## src/hdl/elx_pkg.sv

```systemverilog
// Shared types, token codes and character constants for the expression lexer.
package elx_pkg;

  typedef enum logic [4:0] {
    TK_NUMBER  = 5'd0,
    TK_VAR     = 5'd1,
    TK_LPAREN  = 5'd2,
    TK_RPAREN  = 5'd3,
    TK_PLUS    = 5'd4,
    TK_MINUS   = 5'd5,
    TK_STAR    = 5'd6,
    TK_SLASH   = 5'd7,
    TK_PERCENT = 5'd8,
    TK_AND     = 5'd9,
    TK_OR      = 5'd10,
    TK_XOR     = 5'd11,
    TK_LT      = 5'd12,
    TK_GT      = 5'd13,
    TK_SHL     = 5'd14,
    TK_SHR     = 5'd15,
    TK_LE      = 5'd16,
    TK_GE      = 5'd17,
    TK_EQ      = 5'd18,
    TK_NE      = 5'd19,
    TK_BADCHAR = 5'd20,
    TK_BADSEQ  = 5'd21
  } tok_kind_t;

  typedef enum logic [2:0] {
    MODE_IDLE = 3'd0,
    MODE_NUM  = 3'd1,
    MODE_LT   = 3'd2,
    MODE_GT   = 3'd3,
    MODE_EQ   = 3'd4,
    MODE_NOT  = 3'd5,
    MODE_DROP = 3'd6
  } mode_t;

  localparam logic [7:0] CH_SPACE   = 8'h20;
  localparam logic [7:0] CH_NOT     = 8'h21;
  localparam logic [7:0] CH_PERCENT = 8'h25;
  localparam logic [7:0] CH_AMP     = 8'h26;
  localparam logic [7:0] CH_LPAREN  = 8'h28;
  localparam logic [7:0] CH_RPAREN  = 8'h29;
  localparam logic [7:0] CH_STAR    = 8'h2A;
  localparam logic [7:0] CH_PLUS    = 8'h2B;
  localparam logic [7:0] CH_MINUS   = 8'h2D;
  localparam logic [7:0] CH_SLASH   = 8'h2F;
  localparam logic [7:0] CH_ZERO    = 8'h30;
  localparam logic [7:0] CH_NINE    = 8'h39;
  localparam logic [7:0] CH_LT      = 8'h3C;
  localparam logic [7:0] CH_EQ      = 8'h3D;
  localparam logic [7:0] CH_GT      = 8'h3E;
  localparam logic [7:0] CH_CARET   = 8'h5E;
  localparam logic [7:0] CH_T       = 8'h74;
  localparam logic [7:0] CH_BAR     = 8'h7C;

  localparam int QUEUE_DEPTH = 4;
  localparam int QUEUE_PTR_W = 2;
  localparam int QUEUE_CNT_W = 3;

  typedef struct packed {
    tok_kind_t   kind;
    logic [31:0] value;
    logic        last;
  } token_t;

  // Results of one processed item, first then second.
  typedef struct packed {
    logic [1:0] count;
    token_t     first;
    token_t     second;
  } push_t;

  // TK_NUMBER means "not a single-character token".
  function automatic tok_kind_t single_kind(input logic [7:0] c);
    tok_kind_t k;
    case (c)
      CH_T:       k = TK_VAR;
      CH_LPAREN:  k = TK_LPAREN;
      CH_RPAREN:  k = TK_RPAREN;
      CH_PLUS:    k = TK_PLUS;
      CH_MINUS:   k = TK_MINUS;
      CH_STAR:    k = TK_STAR;
      CH_SLASH:   k = TK_SLASH;
      CH_PERCENT: k = TK_PERCENT;
      CH_AMP:     k = TK_AND;
      CH_BAR:     k = TK_OR;
      CH_CARET:   k = TK_XOR;
      default:    k = TK_NUMBER;
    endcase
    return k;
  endfunction

endpackage

```

## src/hdl/elx_if.sv

```systemverilog
// Valid/ready channel interfaces for characters in and tokens out.
interface elx_char_if;
  logic       valid;
  logic       ready;
  logic [7:0] char_code;
  logic       end_of_text;

  modport source(output valid, char_code, end_of_text, input ready);
  modport sink(input valid, char_code, end_of_text, output ready);
endinterface

interface elx_token_if;
  logic        valid;
  logic        ready;
  logic [4:0]  token_kind;
  logic [31:0] number_value;
  logic        run_last;

  modport source(output valid, token_kind, number_value, run_last, input ready);
  modport sink(input valid, token_kind, number_value, run_last, output ready);
endinterface

```

## src/hdl/expression_char_lexer_unit.sv

```systemverilog
// Top level of the expression character lexer.
// One character item enters per cycle through an input register while the queue has room;
// the step logic turns it into zero, one or two token items that go into a four-entry token
// queue. A stream whose characters give at most one token each runs at one character per
// cycle while the consumer is ready. A character that closes a number or a lone < or > and
// also starts a new token gives two tokens, which the queue hands out one at a time; the
// step waits whenever the queue has fewer than two free entries, so throughput is set by
// the queue's single output port. Tokens leave in order with run_last set on the last token
// of each character. After an error token, characters give nothing until the one marked
// end_of_text, which always returns the lexer to idle.
module expression_char_lexer_unit (
  input  logic        clk,
  input  logic        rst,
  elx_char_if.sink    char_in,
  elx_token_if.source token_out
);

  elx_pkg::push_t push;
  logic           room;

  elx_core u_core (
    .clk     (clk),
    .rst     (rst),
    .char_in (char_in),
    .room    (room),
    .push    (push)
  );

  elx_fifo u_fifo (
    .clk       (clk),
    .rst       (rst),
    .push      (push),
    .room      (room),
    .token_out (token_out)
  );

endmodule

```

## src/hdl/elx_core.sv

```systemverilog
// Input register, lexer state and the per-character step logic.
module elx_core (
  input  logic           clk,
  input  logic           rst,
  elx_char_if.sink       char_in,
  input  logic           room,
  output elx_pkg::push_t push
);

  logic               hold_valid;
  logic [7:0]         hold_char;
  logic               hold_eot;
  elx_pkg::mode_t     mode;
  elx_pkg::mode_t     mode_next;
  logic [31:0]        acc;
  logic [31:0]        acc_next;
  logic               advance;

  logic               digit;
  logic [3:0]         dval;
  logic [35:0]        acc_x10;
  logic [31:0]        acc_sat;
  elx_pkg::tok_kind_t sk;

  logic               fr_emit;
  elx_pkg::tok_kind_t fr_kind;
  logic [31:0]        fr_value;
  elx_pkg::mode_t     fr_mode;
  logic               fr_load;

  logic               emit0;
  elx_pkg::tok_kind_t kind0;
  logic [31:0]        val0;
  logic               emit1;
  elx_pkg::tok_kind_t kind1;
  logic [31:0]        val1;

  assign advance       = hold_valid && room;
  assign char_in.ready = !hold_valid || advance;

  always_ff @(posedge clk) begin
    if (rst) begin
      hold_valid <= 1'b0;
    end else if (char_in.ready) begin
      hold_valid <= char_in.valid;
    end
    if (char_in.ready && char_in.valid) begin
      hold_char <= char_in.char_code;
      hold_eot  <= char_in.end_of_text;
    end
  end

  always_ff @(posedge clk) begin
    if (rst) begin
      mode <= elx_pkg::MODE_IDLE;
      acc  <= 32'd0;
    end else if (advance) begin
      mode <= mode_next;
      acc  <= acc_next;
    end
  end

  assign digit   = hold_char inside {[elx_pkg::CH_ZERO:elx_pkg::CH_NINE]};
  assign dval    = hold_char[3:0];
  assign acc_x10 = {1'b0, acc, 3'b000} + {3'b000, acc, 1'b0} + {32'd0, dval};
  assign acc_sat = (acc_x10[35:32] != 4'd0) ? 32'hFFFF_FFFF : acc_x10[31:0];
  assign sk      = elx_pkg::single_kind(hold_char);

  // Lexing of the held character with nothing pending.
  always_comb begin
    fr_emit  = 1'b0;
    fr_kind  = elx_pkg::TK_NUMBER;
    fr_value = 32'd0;
    fr_mode  = elx_pkg::MODE_IDLE;
    fr_load  = 1'b0;
    if (hold_char == elx_pkg::CH_SPACE) begin
      fr_emit = 1'b0;
    end else if (sk != elx_pkg::TK_NUMBER) begin
      fr_emit = 1'b1;
      fr_kind = sk;
    end else if (hold_char == elx_pkg::CH_LT || hold_char == elx_pkg::CH_GT) begin
      if (hold_eot) begin
        fr_emit = 1'b1;
        fr_kind = (hold_char == elx_pkg::CH_LT) ? elx_pkg::TK_LT : elx_pkg::TK_GT;
      end else begin
        fr_mode = (hold_char == elx_pkg::CH_LT) ? elx_pkg::MODE_LT : elx_pkg::MODE_GT;
      end
    end else if (hold_char == elx_pkg::CH_EQ || hold_char == elx_pkg::CH_NOT) begin
      if (hold_eot) begin
        fr_emit = 1'b1;
        fr_kind = elx_pkg::TK_BADSEQ;
      end else begin
        fr_mode = (hold_char == elx_pkg::CH_EQ) ? elx_pkg::MODE_EQ : elx_pkg::MODE_NOT;
      end
    end else if (digit) begin
      fr_load = 1'b1;
      if (hold_eot) begin
        fr_emit  = 1'b1;
        fr_value = {28'd0, dval};
      end else begin
        fr_mode = elx_pkg::MODE_NUM;
      end
    end else begin
      fr_emit = 1'b1;
      fr_kind = elx_pkg::TK_BADCHAR;
      fr_mode = elx_pkg::MODE_DROP;
    end
  end

  // Next state.
  always_comb begin
    mode_next = fr_mode;
    acc_next  = fr_load ? {28'd0, dval} : acc;
    case (mode)
      elx_pkg::MODE_NUM: begin
        if (digit) begin
          mode_next = elx_pkg::MODE_NUM;
          acc_next  = acc_sat;
        end
      end
      elx_pkg::MODE_LT, elx_pkg::MODE_GT: begin
        if (hold_char == elx_pkg::CH_EQ ||
            (mode == elx_pkg::MODE_LT && hold_char == elx_pkg::CH_LT) ||
            (mode == elx_pkg::MODE_GT && hold_char == elx_pkg::CH_GT)) begin
          mode_next = elx_pkg::MODE_IDLE;
          acc_next  = acc;
        end
      end
      elx_pkg::MODE_EQ, elx_pkg::MODE_NOT: begin
        mode_next = (hold_char == elx_pkg::CH_EQ) ? elx_pkg::MODE_IDLE : elx_pkg::MODE_DROP;
        acc_next  = acc;
      end
      elx_pkg::MODE_DROP: begin
        mode_next = elx_pkg::MODE_DROP;
        acc_next  = acc;
      end
      default: begin
      end
    endcase
    if (hold_eot) begin
      mode_next = elx_pkg::MODE_IDLE;
      acc_next  = 32'd0;
    end
  end

  // Emitted tokens.
  always_comb begin
    emit0 = fr_emit;
    kind0 = fr_kind;
    val0  = fr_value;
    emit1 = 1'b0;
    kind1 = fr_kind;
    val1  = fr_value;
    case (mode)
      elx_pkg::MODE_NUM: begin
        if (digit) begin
          emit0 = hold_eot;
          kind0 = elx_pkg::TK_NUMBER;
          val0  = acc_sat;
        end else begin
          emit0 = 1'b1;
          kind0 = elx_pkg::TK_NUMBER;
          val0  = acc;
          emit1 = fr_emit;
        end
      end
      elx_pkg::MODE_LT, elx_pkg::MODE_GT: begin
        emit0 = 1'b1;
        val0  = 32'd0;
        if (mode == elx_pkg::MODE_LT && hold_char == elx_pkg::CH_LT) begin
          kind0 = elx_pkg::TK_SHL;
        end else if (mode == elx_pkg::MODE_GT && hold_char == elx_pkg::CH_GT) begin
          kind0 = elx_pkg::TK_SHR;
        end else if (hold_char == elx_pkg::CH_EQ) begin
          kind0 = (mode == elx_pkg::MODE_LT) ? elx_pkg::TK_LE : elx_pkg::TK_GE;
        end else begin
          kind0 = (mode == elx_pkg::MODE_LT) ? elx_pkg::TK_LT : elx_pkg::TK_GT;
          emit1 = fr_emit;
        end
      end
      elx_pkg::MODE_EQ, elx_pkg::MODE_NOT: begin
        emit0 = 1'b1;
        val0  = 32'd0;
        if (hold_char == elx_pkg::CH_EQ) begin
          kind0 = (mode == elx_pkg::MODE_EQ) ? elx_pkg::TK_EQ : elx_pkg::TK_NE;
        end else begin
          kind0 = elx_pkg::TK_BADSEQ;
        end
      end
      elx_pkg::MODE_DROP: begin
        emit0 = 1'b0;
      end
      default: begin
      end
    endcase
  end

  always_comb begin
    push.count        = advance ? ({1'b0, emit0} + {1'b0, emit1}) : 2'd0;
    push.first.kind   = kind0;
    push.first.value  = val0;
    push.first.last   = !emit1;
    push.second.kind  = kind1;
    push.second.value = val1;
    push.second.last  = 1'b1;
  end

  a_eot_idle: assert property (@(posedge clk) disable iff (rst)
    advance && hold_eot |=> mode == elx_pkg::MODE_IDLE && acc == 32'd0)
    else $error("lexer state not cleared after end of text");

  a_state_hold: assert property (@(posedge clk) disable iff (rst)
    !advance |=> $stable(mode) && $stable(acc))
    else $error("lexer state changed without an item");

  a_drop_silent: assert property (@(posedge clk) disable iff (rst)
    advance && mode == elx_pkg::MODE_DROP |-> push.count == 2'd0)
    else $error("token emitted while dropping");

endmodule

```

## src/hdl/elx_fifo.sv

```systemverilog
// Token queue: takes up to two tokens per cycle, hands out one per cycle while the consumer is ready.
module elx_fifo (
  input  logic           clk,
  input  logic           rst,
  input  elx_pkg::push_t push,
  output logic           room,
  elx_token_if.source    token_out
);

  elx_pkg::token_t                  q [elx_pkg::QUEUE_DEPTH];
  logic [elx_pkg::QUEUE_PTR_W-1:0]  wp;
  logic [elx_pkg::QUEUE_PTR_W-1:0]  wp_inc;
  logic [elx_pkg::QUEUE_PTR_W-1:0]  rp;
  logic [elx_pkg::QUEUE_CNT_W-1:0]  count;
  logic                             pop;

  assign wp_inc = wp + elx_pkg::QUEUE_PTR_W'(1);
  assign pop    = token_out.valid && token_out.ready;
  assign room   = count <= elx_pkg::QUEUE_CNT_W'(elx_pkg::QUEUE_DEPTH - 2);

  always_ff @(posedge clk) begin
    if (push.count != 2'd0) begin
      q[wp] <= push.first;
    end
    if (push.count == 2'd2) begin
      q[wp_inc] <= push.second;
    end
  end

  always_ff @(posedge clk) begin
    if (rst) begin
      wp    <= '0;
      rp    <= '0;
      count <= '0;
    end else begin
      wp    <= wp + elx_pkg::QUEUE_PTR_W'(push.count);
      rp    <= rp + elx_pkg::QUEUE_PTR_W'(pop);
      count <= count + elx_pkg::QUEUE_CNT_W'(push.count) - elx_pkg::QUEUE_CNT_W'(pop);
    end
  end

  assign token_out.valid        = count != '0;
  assign token_out.token_kind   = q[rp].kind;
  assign token_out.number_value = q[rp].value;
  assign token_out.run_last     = q[rp].last;

  a_no_overflow: assert property (@(posedge clk) disable iff (rst)
    count <= elx_pkg::QUEUE_CNT_W'(elx_pkg::QUEUE_DEPTH))
    else $error("token queue overflow");

  a_push_room: assert property (@(posedge clk) disable iff (rst)
    push.count != 2'd0 |-> room)
    else $error("tokens pushed without room");

endmodule
```

## src/flat_wrapper.sv

```systemverilog
// flat-port wrapper written by rule: the top's interface ports become plain ports
module expression_char_lexer_unit_flat 
  (clk, rst, char_in_valid, char_in_char_code, char_in_end_of_text, char_in_ready, token_out_valid, token_out_token_kind, token_out_number_value, token_out_run_last, token_out_ready);
  elx_char_if char_in_i ();
  elx_token_if token_out_i ();
  input  logic clk;
  input  logic rst;
  input wire logic [$bits(char_in_i.valid)-1:0] char_in_valid;
  input wire logic [$bits(char_in_i.char_code)-1:0] char_in_char_code;
  input wire logic [$bits(char_in_i.end_of_text)-1:0] char_in_end_of_text;
  output wire logic [$bits(char_in_i.ready)-1:0] char_in_ready;
  output wire logic [$bits(token_out_i.valid)-1:0] token_out_valid;
  output wire logic [$bits(token_out_i.token_kind)-1:0] token_out_token_kind;
  output wire logic [$bits(token_out_i.number_value)-1:0] token_out_number_value;
  output wire logic [$bits(token_out_i.run_last)-1:0] token_out_run_last;
  input wire logic [$bits(token_out_i.ready)-1:0] token_out_ready;
  assign char_in_i.valid = char_in_valid;
  assign char_in_i.char_code = char_in_char_code;
  assign char_in_i.end_of_text = char_in_end_of_text;
  assign char_in_ready = char_in_i.ready;
  assign token_out_valid = token_out_i.valid;
  assign token_out_token_kind = token_out_i.token_kind;
  assign token_out_number_value = token_out_i.number_value;
  assign token_out_run_last = token_out_i.run_last;
  assign token_out_i.ready = token_out_ready;
  expression_char_lexer_unit u_core (.clk(clk), .rst(rst), .char_in(char_in_i), .token_out(token_out_i));
endmodule
```

## config.mk

```make
export PLATFORM = sky130hd
export DESIGN_NAME = expression_char_lexer_unit_flat
export DESIGN_NICKNAME = d
export VERILOG_FILES = /design/src/hdl/elx_pkg.sv /design/src/hdl/elx_if.sv /design/src/hdl/expression_char_lexer_unit.sv /design/src/hdl/elx_core.sv /design/src/hdl/elx_fifo.sv /design/src/flat_wrapper.sv
export SDC_FILE = /design/constraint.sdc
export NUM_CORES = 1
export LEC_CHECK = 0
export BUFFER_PORTS_ARGS = -buffer_cell sky130_fd_sc_hd__buf_4
export CAP_MARGIN = 20
export CORE_MARGIN = 2
export CORE_UTILIZATION = 50
export DETAILED_ROUTE_END_ITERATION = 6
export PLACE_DENSITY_LB_ADDON = 0.2
export SETUP_SLACK_MARGIN = 0.4
export SYNTH_ARGS = -nofsm -noshare
export SYNTH_HDL_FRONTEND = slang
export SYNTH_SLANG_ARGS = --single-unit
export TNS_END_PERCENT = 20
```

## constraint.sdc

```tcl
create_clock -name clk -period 11.1 [get_ports clk]
set_clock_uncertainty 0.2 [all_clocks]
set_input_delay 1.11 -clock clk [delete_from_list [all_inputs] [get_ports clk]]
set_output_delay 1.11 -clock clk [all_outputs]
set_load 0.02 [all_outputs]
```

==> out/results.txt, run 1 <==
critical path type: register to register
Worst VDD drop: 0.107 mV
Hold Path Origin: u_core.u_fifo.q[2][29]
R2R Path End: u_core.u_fifo.q[3][1]
Slew Viols, Final: 0
Hold EP: u_core.u_fifo.q[2][29]
metal2 WL: 13.7 mm
first-pass GRT wire length: 48.8 mm
worst reg2reg path depth: 13
Via density: 6.21
final wirelength: 30.5 mm
MaxCap Viol Count: 0
via count: 9465
wire length on met1: 14.6 mm
CTS tree: done
Clock Power Share: 40.5%
Post-synth EDFFs: 45
worst hold margin: 0.248 ns
Hold Path Class: register to register
Synth Net Count: 1301
Clock transition at path regs: 0.06 ns
Mean Syn Cell Area: 9.33 µm²
Syn Std Cell Area: 11300 µm²
worst slew pin tran: 1.14 ns
drc violations: 0
RSZ-0062 raised after global routing: false
Int Power: 0.00141 W
CTS buffer count: 23
I/O pins: 53
Hold Vio Cnt, Final: 0
hold buffers post-CTS: 0
initial antenna violation count: 0
CP max FO: 25
top sig layer: met4
Routed Antenna Nets: 0
#FFs+latches synth: 204
Filler cells: 2007
placed insts: 1483
Total Power: 0.00193 W
starting density of the core: 50.5%
layout cells sized above 1: 12.8%
die width: 154 µm
Cells after Synth: 1214
worst endpoint data arrival time: 5.71 ns
worst path required time: 11.11 ns
Slew Limit Headroom: 23.5%
Post-Layout Cell Count: 1523
routed length per instance: 20.0 µm
Clock Latency Late Sink: 0.50 ns
Lkg Pwr: 4.78 nW
Port Buffers: 52
Sink Count: 204
Sw Ratio: 27.3%
antenna cells: 0
core area: 22400 µm²
ys async rst share: 0%
gp weighted congestion: 0.886
Min-Delay Path Depth: 2
combinational power share: 17.3%
FF-to-FF setup slack: 5.41 ns
Std-Cell Rows: 55
Netlist cell types: 71
CTS Buffer Depth: 3
Synthesis Warnings: 0
power per cell area: 153 nW/µm²
Reg power frac: 42.3%
worst r2r src: u_core.u_core.hold_char[3]
Switch Pwr: 0.000527 W
1st-iter DRT viols: 798
ys flop type: dfxtp_1
CP endpoint kind: register
crit path launch type: register
vias in the first global route: 8971
Post-CTS Setup Bufs: 0
Area growth syn-to-layout: 11.7%
# setup viols final: 0
final period utilization: 51.3%
met3 WL: 1.77 mm
clock root buffer: clkbuf_16
Post-DP HPWL: 21.1 mm
global route overflow: 0
chip height: 154 µm
H-Tree Depth: 1
Die Area: 23900 µm²
Setup Total Neg Slack: 0 ns
status: finished clean
largest net degree at the start of global routing: 51
nets@finish: 1311
fmax: 176 MHz
clock period minus worst slack: 5.69 ns
sequential area share after synthesis: 40.0%
global-route usage over all layers: 25.2%
Resized cells post-CTS: 0
DRT Pass-1 Iters: 6
==> critical path, cell delays in order, from the launching register on <==
cell	delay (ns)
edfxtp_1	0.57
inv_1	0.21
fa_1	0.56
inv_1	0.06
ha_1	0.31
a211oi_1	0.33
nor3_1	0.15
o21ai_2	0.20
a31oi_1	0.14
or4_4	0.51
a211oi_2	0.28
nand3_1	0.82
o21ai_0	0.88
o22ai_1	0.17
==> through the flow <==
stage               setup WS (ns)  util [%]  cell area (µm²)
floorplan                    7.06         -            11300
global placement             5.35      52.8            11800
detailed placement           5.15      52.8            11800
CTS                          5.10      56.3            12600
global route                 5.12      56.4            12700
finish                       5.41      56.4            12700
==> cell usage after synthesis (6+ instances only) <==
library cell,count,area (µm²)
a211oi_1,25,188
a21boi_0,16,120
a21o_1,13,97.6
a21oi_1,69,345
a22o_1,17,149
a31oi_1,12,75.1
and2_1,8,50.1
and3_1,6,37.5
buf_2,9,45.0
clkbuf_1,61,229
dfxtp_1,159,3180
edfxtp_1,45,1350
ha_1,71,888
inv_1,22,82.6
mux4_2,38,856
nand2_1,174,653
nand2b_1,12,75.1
nand3_1,20,100
nand4_1,8,50.1
nor2_1,63,236
nor2b_1,8,50.1
nor3_1,9,45.0
o211ai_1,9,67.6
o21ai_0,142,711
o21ai_1,9,45.0
o221ai_1,35,307
o22ai_1,33,206
or2_2,6,37.5
xnor2_1,19,166
xor2_1,13,114
==> placed cells by master, fill, tap and decap left out, types with 5 or more instances in the layout <==
master | Yosys | layout
and2_1 | 8 | 8
o21ai_1 | 9 | 9
ha_1 | 71 | 71
nand4_1 | 8 | 8
o211ai_1 | 9 | 9
buf_4 | 1 | 61
a22o_1 | 17 | 17
a21boi_0 | 16 | 16
o22ai_1 | 33 | 33
dfxtp_1 | 159 | 157
and4_1 | 5 | 5
inv_1 | 22 | 22
a22oi_1 | 5 | 5
mux4_2 | 38 | 38
nand2b_1 | 12 | 12
nand3_1 | 20 | 20
nor2b_1 | 8 | 8
a31oi_1 | 12 | 11
nand2_1 | 174 | 174
o221ai_1 | 35 | 35
clkbuf_16 | 0 | 26
xnor2_1 | 19 | 19
clkbuf_1 | 61 | 5
and3_1 | 6 | 5
o21a_1 | 5 | 5
or3_1 | 5 | 5
nor2_1 | 63 | 63
xor2_1 | 13 | 13
or2_2 | 6 | 6
a21o_1 | 13 | 13
o21ai_0 | 142 | 142
a21oi_1 | 69 | 68
nor3_1 | 9 | 9
edfxtp_1 | 45 | 45
a211oi_1 | 25 | 25
==> how the worst max path moves through the flow <==
| stage | slack, ns | startpoint | cells past startpoint | to |
|---|---|---|---|---|
| 6_report | 5.41 | u_core.u_core.hold_char[3] | 13 | u_core.u_fifo.q[3][1] |
| 5_1_grt | 5.12 | u_core.u_core.hold_char[3] | 13 | u_core.u_fifo.q[3][1] |
| 4_1_cts | 5.10 | u_core.u_core.hold_char[1] | 13 | u_core.u_fifo.q[2][0] |
| 3_5_place_dp | 5.15 | u_core.u_core.hold_char[1] | 13 | u_core.u_fifo.q[2][0] |
| 3_3_place_gp | 5.35 | u_core.u_core.hold_char[1] | 13 | u_core.u_fifo.q[2][0] |
| 2_1_floorplan | 7.06 | u_core.u_core.hold_char[3] | 14 | u_core.u_fifo.q[3][3] |
==> logic make-up after synthesis <==
kind of cell	Yosys count	synth area share, %
fa+ha+maj	74	8.38
xor+xnor	32	2.48
flops	204	40.0
buf+inv	99	3.48
mux	40	7.73
simple gates	342	13.7
compound gates	423	24.2
==> cell type report <==
class	count	area (µm²)	area share, %
Clock buffer	31	658	5.20
Clock inverter	8	123	0.969
Sequential cell	204	4540	35.9
Tap cell	285	357	2.82
Multi-Input combinational cell	911	6410	50.7
Inverter	22	82.6	0.653
Timing Repair Buffer	62	483	3.82
==> registers in the layout, indices dropped and copies added (netlist names) <==
name and count:
u_core.u_core.acc 32, u_core.u_core.hold_char 8, u_core.u_core.hold_eot 1, u_core.u_core.hold_valid 1, u_core.u_core.mode 3, u_core.u_fifo.count 3, u_core.u_fifo.q 152, u_core.u_fifo.rp 2
u_core.u_fifo.wp 2
==> metal layers <==
layer  track usage, %  vias to the layer above
met5                0                        -
met4             4.50                        0
met3             3.53                       31
met2             39.9                      271
met1             37.3                     4587
li1                 -                     4576
==> power by group through the flow <==
stage | registers, W | logic (W) | clock network [W]
floorplan | 0.000812 | 0.000251 | 0
finish | 0.000817 | 0.000333 | 0.000782
global route | 0.000821 | 0.000362 | 0.000827
global placement | 0.000831 | 0.000333 | 0
detailed placement | 0.000833 | 0.000332 | 0
CTS | 0.000817 | 0.000336 | 0.000798
No activity file was read; power rests on OpenSTA's default activity.
==> inputs of run 2 (changes only) <==
ABC_AREA = 1   (was unset)
clock period = 4.78 ns   (was 11.1 ns; I/O delays follow)
==> out/results.txt, run 2 <==
global-route usage over all layers: 27.9%
die width: 163 µm
Port Buffers: 52
H-Tree Depth: 1
vias in the first global route: 11375
ys async rst share: 0%
Clock transition at path regs: 0.06 ns
ys flop type: dfxtp_1
Cells after Synth: 1833
Syn Std Cell Area: 12600 µm²
CTS buffer count: 22
share of the synthesized area in the top cell type: 25.2%
Setup Total Neg Slack: 0 ns
Slew Viols, Final: 0
Netlist cell types: 45
commonest cells in the netlist: nand2_1, nor2_1, dfxtp_1
gp weighted congestion: 0.973
final period utilization: 85.2%
Mean Syn Cell Area: 6.90 µm²
CTS Buffer Depth: 3
largest registers: u_core.u_fifo.q (152), u_core.u_core.acc (32), u_core.u_core.hold_char (8)
power per cell area: 369 nW/µm²
Clock Latency Late Sink: 0.50 ns
Area growth syn-to-layout: 10.8%
worst slew pin tran: 0.943 ns
DRT Pass-1 Iters: 7
most frequent cells in the layout: nand2_1, nor2_1, dfxtp_1
Post-synth EDFFs: 45
Hold Path Class: input pin to register
I/O pins: 53
starting density of the core: 50.5%
#FFs+latches synth: 204
first-pass GRT wire length: 59.7 mm
post-synth top area cell: dfxtp_1
Hold Vio Cnt, Final: 0
CP max FO: 7
# setup viols final: 0
register area: 4540 µm²
Hold Path Origin: char_in_valid
commonest non-fill, non-tap cell in the layout: nand2_1
worst path required time: 4.94 ns
MaxCap Viol Count: 0
synth top area cells: dfxtp_1, nand2_1, edfxtp_1, ha_1, a21oi_1
most numerous cell in the Yosys netlist: nand2_1
Die Area: 26600 µm²
crit path launch type: register
Worst path slowest cell: fa_1
chip height: 163 µm
Post-CTS Setup Bufs: 0
Synthesis Warnings: 0
worst endpoint data arrival time: 4.23 ns
Sink Count: 204
Worst path most repeated cell: nand2_1
status: finished clean
area of the multi-input gates: 7040 µm²
Final Core Density: 56.0%
Post-DP HPWL: 26.1 mm
Routed Antenna Nets: 0
Std-Cell Rows: 58
clock period minus worst slack: 4.07 ns
drc violations: 0
final wirelength: 37.1 mm
Biggest register: u_core.u_fifo.q
sequential area share after synthesis: 35.9%
critical path type: register to register
worst r2r src: u_core.u_core.hold_char[3]
via count: 12309
Filler cells: 2458
max reg flops: 152
1st-iter DRT viols: 1115
critical path's largest stage delay: 0.60 ns
layout cells sized above 1: 9.52%
RSZ-0062 raised after global routing: false
fmax: 245 MHz
CTS tree: done
largest net degree at the start of global routing: 78
initial antenna violation count: 0
Worst Setup SP: u_core.u_core.hold_char[3]
Synth Net Count: 1920
Total Power: 0.00517 W
Worst VDD drop: 0.327 mV
Lkg Pwr: 5.96 nW
antenna cells: 0
nets@finish: 1942
Slew Limit Headroom: 37.2%
Via density: 5.60
global route overflow: 0
clock root buffer: clkbuf_16
crit-path cells: inv_1 > fa_1 > inv_1 > fa_1 > nand2_1 > nand2_1 > nand3_1 > nand2_1 > nand2_1 > nand2_2 > nand2_1 > nand2_1 > nand2_1 > nand2_1 > nor2_2 > nand3_1 > a21boi_1 > o21ai_1
CP endpoint kind: register
routed length per instance: 16.9 µm
core area: 25000 µm²
run 2: cell types whose count changed after synthesis, sizes merged, moves of 25 or more:
cell,delta
nand2,+396
inv,+146
nor2,+114
a21oi,+57
o21ai,+56
mux4,-38
o221ai,-34
nand3,+32
a211oi,-26
nand4,+25
run 2: layer usage:
| layer | track usage [%] | vias up | routed length (µm) |
|---|---|---|---|
| li1 | - | 6105 | - |
| met3 | 2.49 | 66 | 2640 |
| met2 | 44.5 | 463 | 16600 |
| met4 | 7.36 | 0 | 793 |
| met1 | 40.5 | 5675 | 17000 |
| met5 | 0 | - | 0 |
run 2: area by class of cell:
class,instances,share of cell area [%]
Clock buffer,30,4.51
Inverter,168,4.50
Tap cell,330,2.95
Sequential cell,204,32.4
Clock inverter,8,0.875
Timing Repair Buffer,82,4.55
Multi-Input combinational cell,1377,50.2
run 2: critical path, delay by kind of cell (launching register included):
| family | cells | cell delay (ns) |
|---|---|---|
| flops | 1 | 0.42 |
| fa+ha+maj | 2 | 1.07 |
| buf+inv | 2 | 0.23 |
| simple gates | 12 | 1.40 |
| compound gates | 2 | 0.63 |
run 2: path summary, 6_finish.rpt:
kind	depth (start not counted)	endpoint	slack, ns
worst min register to register	2	u_core.u_fifo.q[1][9]	0.25
worst max-delay path	18	u_core.u_fifo.q[3][14]	0.71
worst min-delay path	3	u_core.u_core.hold_valid	0.08
worst max register to register	18	u_core.u_fifo.q[3][14]	0.71
run 2: report_power, final:
group	internal (W)	total, W	switching (W)
clock network	0.00109	0.00177	0.000684
logic	0.000502	0.00153	0.00102
registers	0.00183	0.00188	0.0000463
total	0.00342	0.00517	0.00175
run 2: timing repair:
action | in CTS | in global routing
resized for setup | 0 | 0
hold buffers | 9 | 0
endpoints found under the hold margin | 9 | 0
run 2: logic make-up after synthesis:
| family | after synthesis | share of synthesized area [%] |
|---|---|---|
| buffers and inverters | 252 | 8.45 |
| and+or+nand+nor | 868 | 29.1 |
| adders and majority gates | 74 | 7.50 |
| AOI/OAI and AO/OA | 409 | 17.3 |
| xor gates and xnor gates | 26 | 1.80 |
| DFF | 204 | 35.9 |
run 2: stage by stage:
step	worst slack, ns	cell area [µm²]	hold slack, ns	cells
after floorplan	1.19	12600	0.221	1833
after global placement	0.844	13200	0.234	2152
after detailed placement	0.729	13200	0.237	2152
after CTS	0.732	14000	0.0717	2199
after global routing	0.442	14000	0.0781	2199
final	0.706	14000	0.0825	2199
